===== config.mk =====
export PLATFORM = sky130hd
export DESIGN_NAME = fixed_block_free_list_allocator_top_flat
export DESIGN_NICKNAME = d
export VERILOG_FILES = /design/src/fbfla_pkg.sv /design/src/fbfla_ifs.sv /design/src/fbfla_ram.sv /design/src/fbfla_offset.sv /design/src/fixed_block_free_list_allocator_top.sv /design/src/flat_wrapper.sv
export SDC_FILE = /design/constraint.sdc
export NUM_CORES = 2
export LEC_CHECK = 0
export BUFFER_PORTS_ARGS = -buffer_cell sky130_fd_sc_hd__buf_2
export CORE_ASPECT_RATIO = 1.25
export CORE_UTILIZATION = 41
export CTS_CLUSTER_DIAMETER = 30
export CTS_CLUSTER_SIZE = 12
export DETAILED_ROUTE_END_ITERATION = 8
export PLACE_DENSITY = 0.61
export SLEW_MARGIN = 5
export SYNTH_ARGS = -nofsm -noshare
export SYNTH_HDL_FRONTEND = slang
export SYNTH_SLANG_ARGS = --single-unit

===== constraint.sdc =====
create_clock -name clk -period 27.2 [get_ports clk]
set_clock_uncertainty 0.05 [all_clocks]
set_input_delay 5.44 -clock clk [delete_from_list [all_inputs] [get_ports clk]]
set_output_delay 5.44 -clock clk [all_outputs]
set_load 0.05 [all_outputs]

===== src/fbfla_pkg.sv =====
`timescale 1ns / 1ps
// Shared types and constants for the fixed block free-list allocator.
// Depends on nothing; fbfla_ifs, fbfla_offset and the top take their names from here.
package fbfla_pkg;

  localparam int MAX_BLOCKS_DEF = 256;
  localparam int WORD_BYTES_DEF = 8;
  localparam int INDEX_SPAN     = 256;

  localparam int ACT_W      = 2;
  localparam int IDX_W      = 8;
  localparam int ST_W       = 2;
  localparam int OFF_W      = 20;
  localparam int CNT_W      = 9;
  localparam int NB_W       = 9;
  localparam int BB_W       = 13;
  localparam int CFG_ADDR_W = 1;
  localparam int CFG_DATA_W = 13;

  localparam logic [NB_W-1:0]  NUM_BLOCKS_RST  = 9'd256;
  localparam logic [BB_W-1:0]  BLOCK_BYTES_RST = 13'd8;
  localparam logic [CNT_W-1:0] COUNT_MAX       = 9'h1FF;

  typedef enum logic [ACT_W-1:0] {
    ACT_INIT,
    ACT_ALLOC,
    ACT_FREE,
    ACT_NOP
  } action_t;

  typedef enum logic [ST_W-1:0] {
    ST_OK,
    ST_EMPTY,
    ST_RANGE
  } status_t;

  typedef enum logic [1:0] {
    S_INIT,
    S_IDLE,
    S_ALLOC,
    S_EMIT
  } state_t;

  typedef enum logic [CFG_ADDR_W-1:0] {
    CFG_NUM_BLOCKS,
    CFG_BLOCK_BYTES
  } cfg_addr_t;

endpackage


===== src/fbfla_ifs.sv =====
`timescale 1ns / 1ps
// Channel interfaces of the allocator: request, response and configuration.
// Depends on fbfla_pkg for the field widths.
interface fbfla_req_if;
  logic                         valid;
  logic                         ready;
  logic [fbfla_pkg::ACT_W-1:0]  action;
  logic [fbfla_pkg::IDX_W-1:0]  block_index;
  modport source (output valid, action, block_index, input ready);
  modport sink (input valid, action, block_index, output ready);
endinterface

interface fbfla_rsp_if;
  logic                         valid;
  logic                         ready;
  logic [fbfla_pkg::ST_W-1:0]   status;
  logic [fbfla_pkg::IDX_W-1:0]  granted_index;
  logic [fbfla_pkg::OFF_W-1:0]  byte_offset;
  logic [fbfla_pkg::CNT_W-1:0]  free_count;
  modport source (output valid, status, granted_index, byte_offset, free_count, input ready);
  modport sink (input valid, status, granted_index, byte_offset, free_count, output ready);
endinterface

interface fbfla_cfg_if;
  logic                              valid;
  logic                              ready;
  logic [fbfla_pkg::CFG_ADDR_W-1:0]  addr;
  logic [fbfla_pkg::CFG_DATA_W-1:0]  data;
  modport source (output valid, addr, data, input ready);
  modport sink (input valid, addr, data, output ready);
endinterface


===== src/fbfla_ram.sv =====
`timescale 1ns / 1ps
// Generic single-port RAM with registered read data.
// Depends on nothing.
module fbfla_ram #(
  parameter int WIDTH = 8,
  parameter int DEPTH = 256
) (
  input  logic                     clk,
  input  logic                     we,
  input  logic [$clog2(DEPTH)-1:0] addr,
  input  logic [WIDTH-1:0]         wdata,
  output logic [WIDTH-1:0]         rdata
);

  logic [WIDTH-1:0] mem [DEPTH];

  always_ff @(posedge clk) begin
    if (we) begin
      mem[addr] <= wdata;
    end
    rdata <= mem[addr];
  end

endmodule


===== src/fbfla_offset.sv =====
`timescale 1ns / 1ps
// Byte offset of a granted block: word size plus index times the rounded block size.
// Depends on fbfla_pkg for widths.
module fbfla_offset #(
  parameter int WORD_BYTES = fbfla_pkg::WORD_BYTES_DEF
) (
  input  logic                        clk,
  input  logic [fbfla_pkg::BB_W-1:0]  block_bytes,
  input  logic [fbfla_pkg::IDX_W-1:0] granted,
  output logic [fbfla_pkg::OFF_W-1:0] offset
);

  localparam int SUM_W   = fbfla_pkg::BB_W + 1;
  localparam int SHIFT   = SUM_W + 4;
  localparam int RECIP   = ((1 << SHIFT) + WORD_BYTES - 1) / WORD_BYTES;
  localparam int PROD_W  = SUM_W + SHIFT + 1;
  localparam int MUL_W   = fbfla_pkg::IDX_W + SUM_W;

  logic [SUM_W-1:0]  bsum;
  logic [PROD_W-1:0] prod;
  logic [SUM_W-1:0]  quot;
  logic [SUM_W-1:0]  rnd;
  logic [MUL_W:0]    total;

  // Rounding up to the word uses a reciprocal multiply that is exact for this range.
  assign bsum = SUM_W'(block_bytes) + SUM_W'(WORD_BYTES - 1);
  assign prod = PROD_W'(bsum) * PROD_W'(RECIP);
  assign quot = prod[SHIFT +: SUM_W];

  always_ff @(posedge clk) begin
    rnd <= SUM_W'(quot * SUM_W'(WORD_BYTES));
  end

  assign total  = (MUL_W + 1)'(granted) * (MUL_W + 1)'(rnd) + (MUL_W + 1)'(WORD_BYTES);
  assign offset = total[fbfla_pkg::OFF_W-1:0];

endmodule


===== src/fixed_block_free_list_allocator_top.sv =====
`timescale 1ns / 1ps
// Fixed block pool allocator with a LIFO free list held in a link RAM.
// Free, empty alloc, bad index and no-op: result registered into rsp, one beat a cycle while rsp is not stalled.
// Alloc: the beat moves to S_ALLOC while the link RAM reads the head; the result is then registered.
// Init: S_INIT writes one link per block into the link RAM, then the result is registered.
// After rst the same chain sweep runs over min(256, MAX_BLOCKS) entries with req.ready low.
// Depends on fbfla_pkg, fbfla_ifs, fbfla_ram and fbfla_offset.
module fixed_block_free_list_allocator_top #(
  parameter int MAX_BLOCKS = fbfla_pkg::MAX_BLOCKS_DEF,
  parameter int WORD_BYTES = fbfla_pkg::WORD_BYTES_DEF
) (
  input logic           clk,
  input logic           rst,
  fbfla_req_if.sink     req,
  fbfla_rsp_if.source   rsp,
  fbfla_cfg_if.sink     cfg
);

  localparam int DEPTH = (MAX_BLOCKS < fbfla_pkg::INDEX_SPAN) ? MAX_BLOCKS
                                                              : fbfla_pkg::INDEX_SPAN;
  localparam int AW = $clog2(DEPTH);
  localparam int CW = fbfla_pkg::CNT_W;
  localparam int IW = fbfla_pkg::IDX_W;
  localparam logic [CW-1:0] DEPTH_C  = CW'(DEPTH);
  localparam logic [CW-1:0] POOL_RST = (fbfla_pkg::NUM_BLOCKS_RST > DEPTH_C) ? DEPTH_C
                                                                              : fbfla_pkg::NUM_BLOCKS_RST;

  fbfla_pkg::state_t state, state_next;

  logic [fbfla_pkg::NB_W-1:0] num_blocks;
  logic [fbfla_pkg::BB_W-1:0] block_bytes;
  logic [IW-1:0] head, head_next;
  logic [CW-1:0] count, count_next;
  logic [CW-1:0] sweep, sweep_next;
  logic [CW-1:0] pool_n, pool_n_next;
  logic          init_emit, init_emit_next;

  logic [CW-1:0] pool_cur;
  logic [CW-1:0] sweep_inc;
  logic          req_fire;
  logic          out_free;

  logic                         fin;
  fbfla_pkg::status_t           fin_status;
  logic [IW-1:0]                fin_granted;
  logic [fbfla_pkg::OFF_W-1:0]  fin_offset;

  fbfla_pkg::status_t           res_status;
  logic [IW-1:0]                res_granted;
  logic [fbfla_pkg::OFF_W-1:0]  res_offset;
  logic [CW-1:0]                res_count;

  logic                         out_valid;
  fbfla_pkg::status_t           out_status;
  logic [IW-1:0]                out_granted;
  logic [fbfla_pkg::OFF_W-1:0]  out_offset;
  logic [CW-1:0]                out_count;

  logic                         mem_we;
  logic [AW-1:0]                mem_addr;
  logic [IW-1:0]                mem_wdata;
  logic [IW-1:0]                mem_rdata;
  logic [fbfla_pkg::OFF_W-1:0]  offset;

  fbfla_ram #(
    .WIDTH (IW),
    .DEPTH (DEPTH)
  ) u_link_ram (
    .clk   (clk),
    .we    (mem_we),
    .addr  (mem_addr),
    .wdata (mem_wdata),
    .rdata (mem_rdata)
  );

  fbfla_offset #(
    .WORD_BYTES (WORD_BYTES)
  ) u_offset (
    .clk         (clk),
    .block_bytes (block_bytes),
    .granted     (head),
    .offset      (offset)
  );

  assign pool_cur  = (num_blocks > DEPTH_C) ? DEPTH_C : num_blocks;
  assign sweep_inc = sweep + CW'(1);
  assign req.ready = (state == fbfla_pkg::S_IDLE);
  assign req_fire  = req.valid && req.ready;
  assign out_free  = !out_valid || rsp.ready;
  assign cfg.ready = 1'b1;

  always_comb begin
    state_next     = state;
    head_next      = head;
    count_next     = count;
    sweep_next     = sweep;
    pool_n_next    = pool_n;
    init_emit_next = init_emit;
    fin            = 1'b0;
    fin_status     = fbfla_pkg::ST_OK;
    fin_granted    = '0;
    fin_offset     = '0;
    mem_we         = 1'b0;
    mem_addr       = head[AW-1:0];
    mem_wdata      = head;
    case (state)
      fbfla_pkg::S_INIT: begin
        if (sweep == pool_n) begin
          head_next  = '0;
          count_next = pool_n;
          if (init_emit) begin
            fin = 1'b1;
          end else begin
            state_next = fbfla_pkg::S_IDLE;
          end
        end else begin
          mem_we     = 1'b1;
          mem_addr   = sweep[AW-1:0];
          mem_wdata  = (sweep_inc < pool_n) ? sweep_inc[IW-1:0] : '0;
          sweep_next = sweep_inc;
        end
      end
      fbfla_pkg::S_IDLE: begin
        if (req_fire) begin
          case (fbfla_pkg::action_t'(req.action))
            fbfla_pkg::ACT_INIT: begin
              pool_n_next    = pool_cur;
              sweep_next     = '0;
              init_emit_next = 1'b1;
              state_next     = fbfla_pkg::S_INIT;
            end
            fbfla_pkg::ACT_ALLOC: begin
              if (count == '0) begin
                fin        = 1'b1;
                fin_status = fbfla_pkg::ST_EMPTY;
              end else begin
                state_next = fbfla_pkg::S_ALLOC;
              end
            end
            fbfla_pkg::ACT_FREE: begin
              fin = 1'b1;
              if (CW'(req.block_index) >= pool_cur) begin
                fin_status = fbfla_pkg::ST_RANGE;
              end else begin
                mem_we     = 1'b1;
                mem_addr   = req.block_index[AW-1:0];
                mem_wdata  = head;
                head_next  = req.block_index;
                count_next = (count == fbfla_pkg::COUNT_MAX) ? count : count + CW'(1);
              end
            end
            default: begin
              fin = 1'b1;
            end
          endcase
        end
      end
      fbfla_pkg::S_ALLOC: begin
        head_next   = mem_rdata;
        count_next  = count - CW'(1);
        fin         = 1'b1;
        fin_granted = head;
        fin_offset  = offset;
      end
      fbfla_pkg::S_EMIT: begin
        if (out_free) begin
          state_next = fbfla_pkg::S_IDLE;
        end
      end
      default: begin
        state_next = fbfla_pkg::S_IDLE;
      end
    endcase
    if (fin) begin
      state_next = out_free ? fbfla_pkg::S_IDLE : fbfla_pkg::S_EMIT;
    end
  end

  always_ff @(posedge clk) begin
    if (rst) begin
      state       <= fbfla_pkg::S_INIT;
      num_blocks  <= fbfla_pkg::NUM_BLOCKS_RST;
      block_bytes <= fbfla_pkg::BLOCK_BYTES_RST;
      head        <= '0;
      count       <= '0;
      sweep       <= '0;
      pool_n      <= POOL_RST;
      init_emit   <= 1'b0;
      out_valid   <= 1'b0;
    end else begin
      state     <= state_next;
      head      <= head_next;
      count     <= count_next;
      sweep     <= sweep_next;
      pool_n    <= pool_n_next;
      init_emit <= init_emit_next;
      if (cfg.valid && cfg.ready) begin
        case (fbfla_pkg::cfg_addr_t'(cfg.addr))
          fbfla_pkg::CFG_NUM_BLOCKS:  num_blocks  <= cfg.data[fbfla_pkg::NB_W-1:0];
          fbfla_pkg::CFG_BLOCK_BYTES: block_bytes <= cfg.data;
          default: ;
        endcase
      end
      if ((fin || state == fbfla_pkg::S_EMIT) && out_free) begin
        out_valid <= 1'b1;
      end else if (rsp.ready) begin
        out_valid <= 1'b0;
      end
    end
  end

  always_ff @(posedge clk) begin
    if (fin && !out_free) begin
      res_status  <= fin_status;
      res_granted <= fin_granted;
      res_offset  <= fin_offset;
      res_count   <= count_next;
    end
    if (fin && out_free) begin
      out_status  <= fin_status;
      out_granted <= fin_granted;
      out_offset  <= fin_offset;
      out_count   <= count_next;
    end else if (state == fbfla_pkg::S_EMIT && out_free) begin
      out_status  <= res_status;
      out_granted <= res_granted;
      out_offset  <= res_offset;
      out_count   <= res_count;
    end
  end

  assign rsp.valid         = out_valid;
  assign rsp.status        = out_status;
  assign rsp.granted_index = out_granted;
  assign rsp.byte_offset   = out_offset;
  assign rsp.free_count    = out_count;

endmodule

===== src/flat_wrapper.sv =====
// flat-port wrapper written by rule: the top's interface ports become plain ports
module fixed_block_free_list_allocator_top_flat 
#(
  parameter int MAX_BLOCKS = fbfla_pkg::MAX_BLOCKS_DEF,
  parameter int WORD_BYTES = fbfla_pkg::WORD_BYTES_DEF
)
  (clk, rst, req_valid, req_action, req_block_index, req_ready, rsp_valid, rsp_status, rsp_granted_index, rsp_byte_offset, rsp_free_count, rsp_ready, cfg_valid, cfg_addr, cfg_data, cfg_ready);
  fbfla_req_if req_i ();
  fbfla_rsp_if rsp_i ();
  fbfla_cfg_if cfg_i ();
  input logic clk;
  input logic rst;
  input wire logic [$bits(req_i.valid)-1:0] req_valid;
  input wire logic [$bits(req_i.action)-1:0] req_action;
  input wire logic [$bits(req_i.block_index)-1:0] req_block_index;
  output wire logic [$bits(req_i.ready)-1:0] req_ready;
  output wire logic [$bits(rsp_i.valid)-1:0] rsp_valid;
  output wire logic [$bits(rsp_i.status)-1:0] rsp_status;
  output wire logic [$bits(rsp_i.granted_index)-1:0] rsp_granted_index;
  output wire logic [$bits(rsp_i.byte_offset)-1:0] rsp_byte_offset;
  output wire logic [$bits(rsp_i.free_count)-1:0] rsp_free_count;
  input wire logic [$bits(rsp_i.ready)-1:0] rsp_ready;
  input wire logic [$bits(cfg_i.valid)-1:0] cfg_valid;
  input wire logic [$bits(cfg_i.addr)-1:0] cfg_addr;
  input wire logic [$bits(cfg_i.data)-1:0] cfg_data;
  output wire logic [$bits(cfg_i.ready)-1:0] cfg_ready;
  assign req_i.valid = req_valid;
  assign req_i.action = req_action;
  assign req_i.block_index = req_block_index;
  assign req_ready = req_i.ready;
  assign rsp_valid = rsp_i.valid;
  assign rsp_status = rsp_i.status;
  assign rsp_granted_index = rsp_i.granted_index;
  assign rsp_byte_offset = rsp_i.byte_offset;
  assign rsp_free_count = rsp_i.free_count;
  assign rsp_i.ready = rsp_ready;
  assign cfg_i.valid = cfg_valid;
  assign cfg_i.addr = cfg_addr;
  assign cfg_i.data = cfg_data;
  assign cfg_ready = cfg_i.ready;
  fixed_block_free_list_allocator_top #(.MAX_BLOCKS(MAX_BLOCKS), .WORD_BYTES(WORD_BYTES)) u_core (.clk(clk), .rst(rst), .req(req_i), .rsp(rsp_i), .cfg(cfg_i));
endmodule

==> results.md <==
* Hold Vio Cnt, Final at 0
* Routed len/inst at 31.55 um
* Worst R2R Setup Slack at 19.17 ns
* Placed cells at between 8000 and 9000
* Initial Util at 41.39%
* Synthesized area at 0.09001 mm2
* Min cycle time layout at 11.80 ns
* Total core area at about 0.22 mm2
* Top post-synthesis cells by area: edfxtp_1 (71%), mux4_2 (9.9%), nand2_1 (1.9%)
* Final nets at 5633
* Async SR Flop Fraction at 0%
* Post_cts resized at 0
* DP Worst Slack at 14.46 ns
* CTS tree: built
* Register area share after synthesis at 72.50%
* Flop and latch count out of synthesis at 2200
* Clk Latency, worst-skew pair at between 0.8 and 0.9 ns
* Tightest Hold Check Type: register to register
* Antenna violations before repair at 12
* Gr busiest metal: met2
* Max frequency at 0.08473 GHz
* Worst-path clk slew at 0.05 ns
* Number of synthesized flops with an enable pin at 2120
* Final worst slack at 15.40 ns
* Hold depth at 2
* Commonest non-fill, non-tap cells in the layout: edfxtp_1 (2120), nand2_1 (447), mux4_2 (395), nor2_1 (386), clkbuf_16 (364)
* Max-cap violations at 0
* DRC at 0
* Met2 Track Usage GR at 38.69%
* Iter 0 DRT Violations at between 6000 and 7000
* Dominant cell type by area after synthesis: edfxtp_1
* Vias at around 52000
* Commonest non-fill, non-tap cell in the layout: edfxtp_1
* Share of cells above drive strength 1 at around 22%
* Leak Pwr at 37.48 nW
* Die span in y at 525.9 um
* Global route overflow at 0
* Detailed placer's ending HPWL at between 150 and 200 mm
* Setup-failing EPs final at 0
* Power consumption at 10.18 mW
* Post-cts hold buffer count at 0
* Worst Max-Slew Pin Slew at ~1.4 ns
* Hold endpoint: u_core.num_blocks[4]
* Std cell rows at 191
* FF-to-FF Start: u_core.num_blocks[8]
* Root buffer cell: clkbuf_16
* Vias per std cell at 6.019
* Status: complete, no violations
* DRT Pass-1 Iters at 7
* Syn Inst Count at 5239
* Synth unique cells at 80
* Top-area cell type share of the netlist area at 70.72%
* Peak supply drop at between 0.07 and 0.08 mV
* Headroom to the max-slew limit at 4.713%
* Final Cycle Share at 43.39%
* # clock sinks at 2200
* RSZ-0062 raised after global routing: no
* Number of global-route vias before repair at 52022
* Hold wc startpoint: u_core.num_blocks[4]
* Fin. max-slew vios at 0
* Postcts setup bufs at 0
* Largest net degree at the start of global routing at 256
* CTS H-tree depth at 5
* Crit Path Max Fanout at 80
* Setup TNS at 0 ns
* Layout area overhead at 17.33%
* First-pass GRT wire length at 387.5 mm
* YS warnings at 0
* Total track usage at 24.37%
* Met1 Use GR at 29.67%
* CP Launch Type: primary input
* Placer Congestion at 0.9537
* Die X at 421.1 um
* IO Port Bufs at 66
* Inserted Clock Buffers at 361
* Dpl cell area at roughly 0.094 mm2
* Die area at 0.2214 mm2
* Worst Path Arrival at 12.47 ns
* Critical Path Sink Type: register
* Design Area, Final at 0.1056 mm2
* WP data required at 27.87 ns
* GRT met3 Usage at 5.744%
* Clock Path Buffers at 4
* RR Endpoint: u_core.u_link_ram.rdata[2]
* IO Count at 71
* Final wirelength at 274.2 mm
* Reg2Reg Depth at 19
* Top FF cell, synth: edfxtp_1
* Fin cells at 8691
* ANT nets after route at 0
* Setup CP Type: primary input to register
* Syn avg cell area at approximately 17 um2
* Power Dens Cells at 96.43 mW/mm2
-- worst max-delay path, stage by stage --
cell      delay, ns
buf_2          0.15
inv_1          0.08
ha_1           0.29
nand2b_1       0.14
a31oi_1        0.27
o31a_1         0.28
o31ai_4        0.14
a221oi_4       0.24
buf_4          0.65
buf_12         0.53
buf_4          0.56
buf_4          0.69
buf_4          0.73
mux4_2         0.58
a22oi_1        0.31
o22ai_1        0.13
o21ai_0        0.61
nor4bb_1       0.43
nand4_1        0.13
-- power by group --
part / switching (mW) / internal (mW)
Combinational: 1.22 / 0.502
Clock: 1.66 / 2.82
Sequential: 0.0511 / 3.94
-- synthesized netlist by cell type, types with 68 or more instances --
library cell,count
and3_1,86
nand2_1,448
nand3_1,112
a31oi_1,68
a22oi_1,173
buf_2,78
inv_1,108
mux4_2,395
a211oi_1,72
a21oi_1,113
edfxtp_1,2120
nor2_1,391
clkbuf_1,164
and2_1,82
dfxtp_1,80
-- layout make-up --
| cell class | count | area (um2) |
|---|---|---|
| Inverter | 110 | 412.9 |
| Multi-Input combinational cell | 2599 | 22850 |
| Timing Repair Buffer | 217 | 1520 |
| Tap cell | 2895 | 3622 |
| Antenna cell | 9 | 22.52 |
| Clock inverter | 255 | 2659 |
| Fill cell | 17947 | 111900 |
| Clock buffer | 406 | 9266 |
| Sequential cell | 2200 | 65260 |
-- worst max-delay path by stage --
stage | from | cells after the start | end
after floorplan | u_core.sweep[0] | 13 | u_core.u_link_ram.mem[0][0]
after global placement | req_block_index[0] | 18 | u_core.u_link_ram.rdata[5]
after detailed placement | req_block_index[0] | 19 | u_core.u_link_ram.rdata[2]
after CTS | req_block_index[0] | 19 | u_core.u_link_ram.rdata[2]
after global routing | req_block_index[0] | 19 | u_core.u_link_ram.rdata[2]
final | req_block_index[0] | 19 | u_core.u_link_ram.rdata[2]
-- state kept, by name (all words and copies together) (netlist names), 2 cells and up --
register and flops:
u_core.head 8, u_core.pool_n 9, u_core.res_status 2, u_core.rsp.byte_offset 17, u_core.res_offset 17, u_core.rsp.granted_index 8, u_core.state 2, u_core.u_offset.rnd 11
u_core.sweep 9, u_core.rsp.free_count 9, u_core.u_link_ram.rdata 8, u_core.num_blocks 9, u_core.u_link_ram.mem 2048, u_core.res_count 9, u_core.block_bytes 13, u_core.res_granted 8
u_core.rsp.status 2, u_core.count 9
-- through the flow --
stage / util (%) / hold WS, ns
global route: 48.56 / 0.4276
detailed placement: 43.07 / 0.4062
CTS: 48.56 / 0.4130
floorplan: - / 0.3818
global placement: 43.05 / 0.3971
finish: 48.57 / 0.4111
-- logic make-up (layout without fill, tap and decap cells) --
kind of cell | Yosys count | count (layout) | synth area share (%)
flops | 2200 | 2200 | 72.50
simple gates | 1253 | 1253 | 6.247
compound gates | 706 | 706 | 5.525
mux | 461 | 461 | 10.66
buf+inv | 442 | 988 | 2.435
fa+ha+maj | 115 | 115 | 2.041
xor+xnor | 60 | 60 | 0.5838
other cells | 2 | 13 | 0.008343
-- metal layers --
layer	share of wire, %	vias to the layer above	routed length, um
li1	-	21382	-
met1	35	27201	97270
met2	47	2962	129200
met3	9.9	756	27060
met4	7.5	8	20650
met5	0.022	-	61
Power figures use the tool's default switching activity.
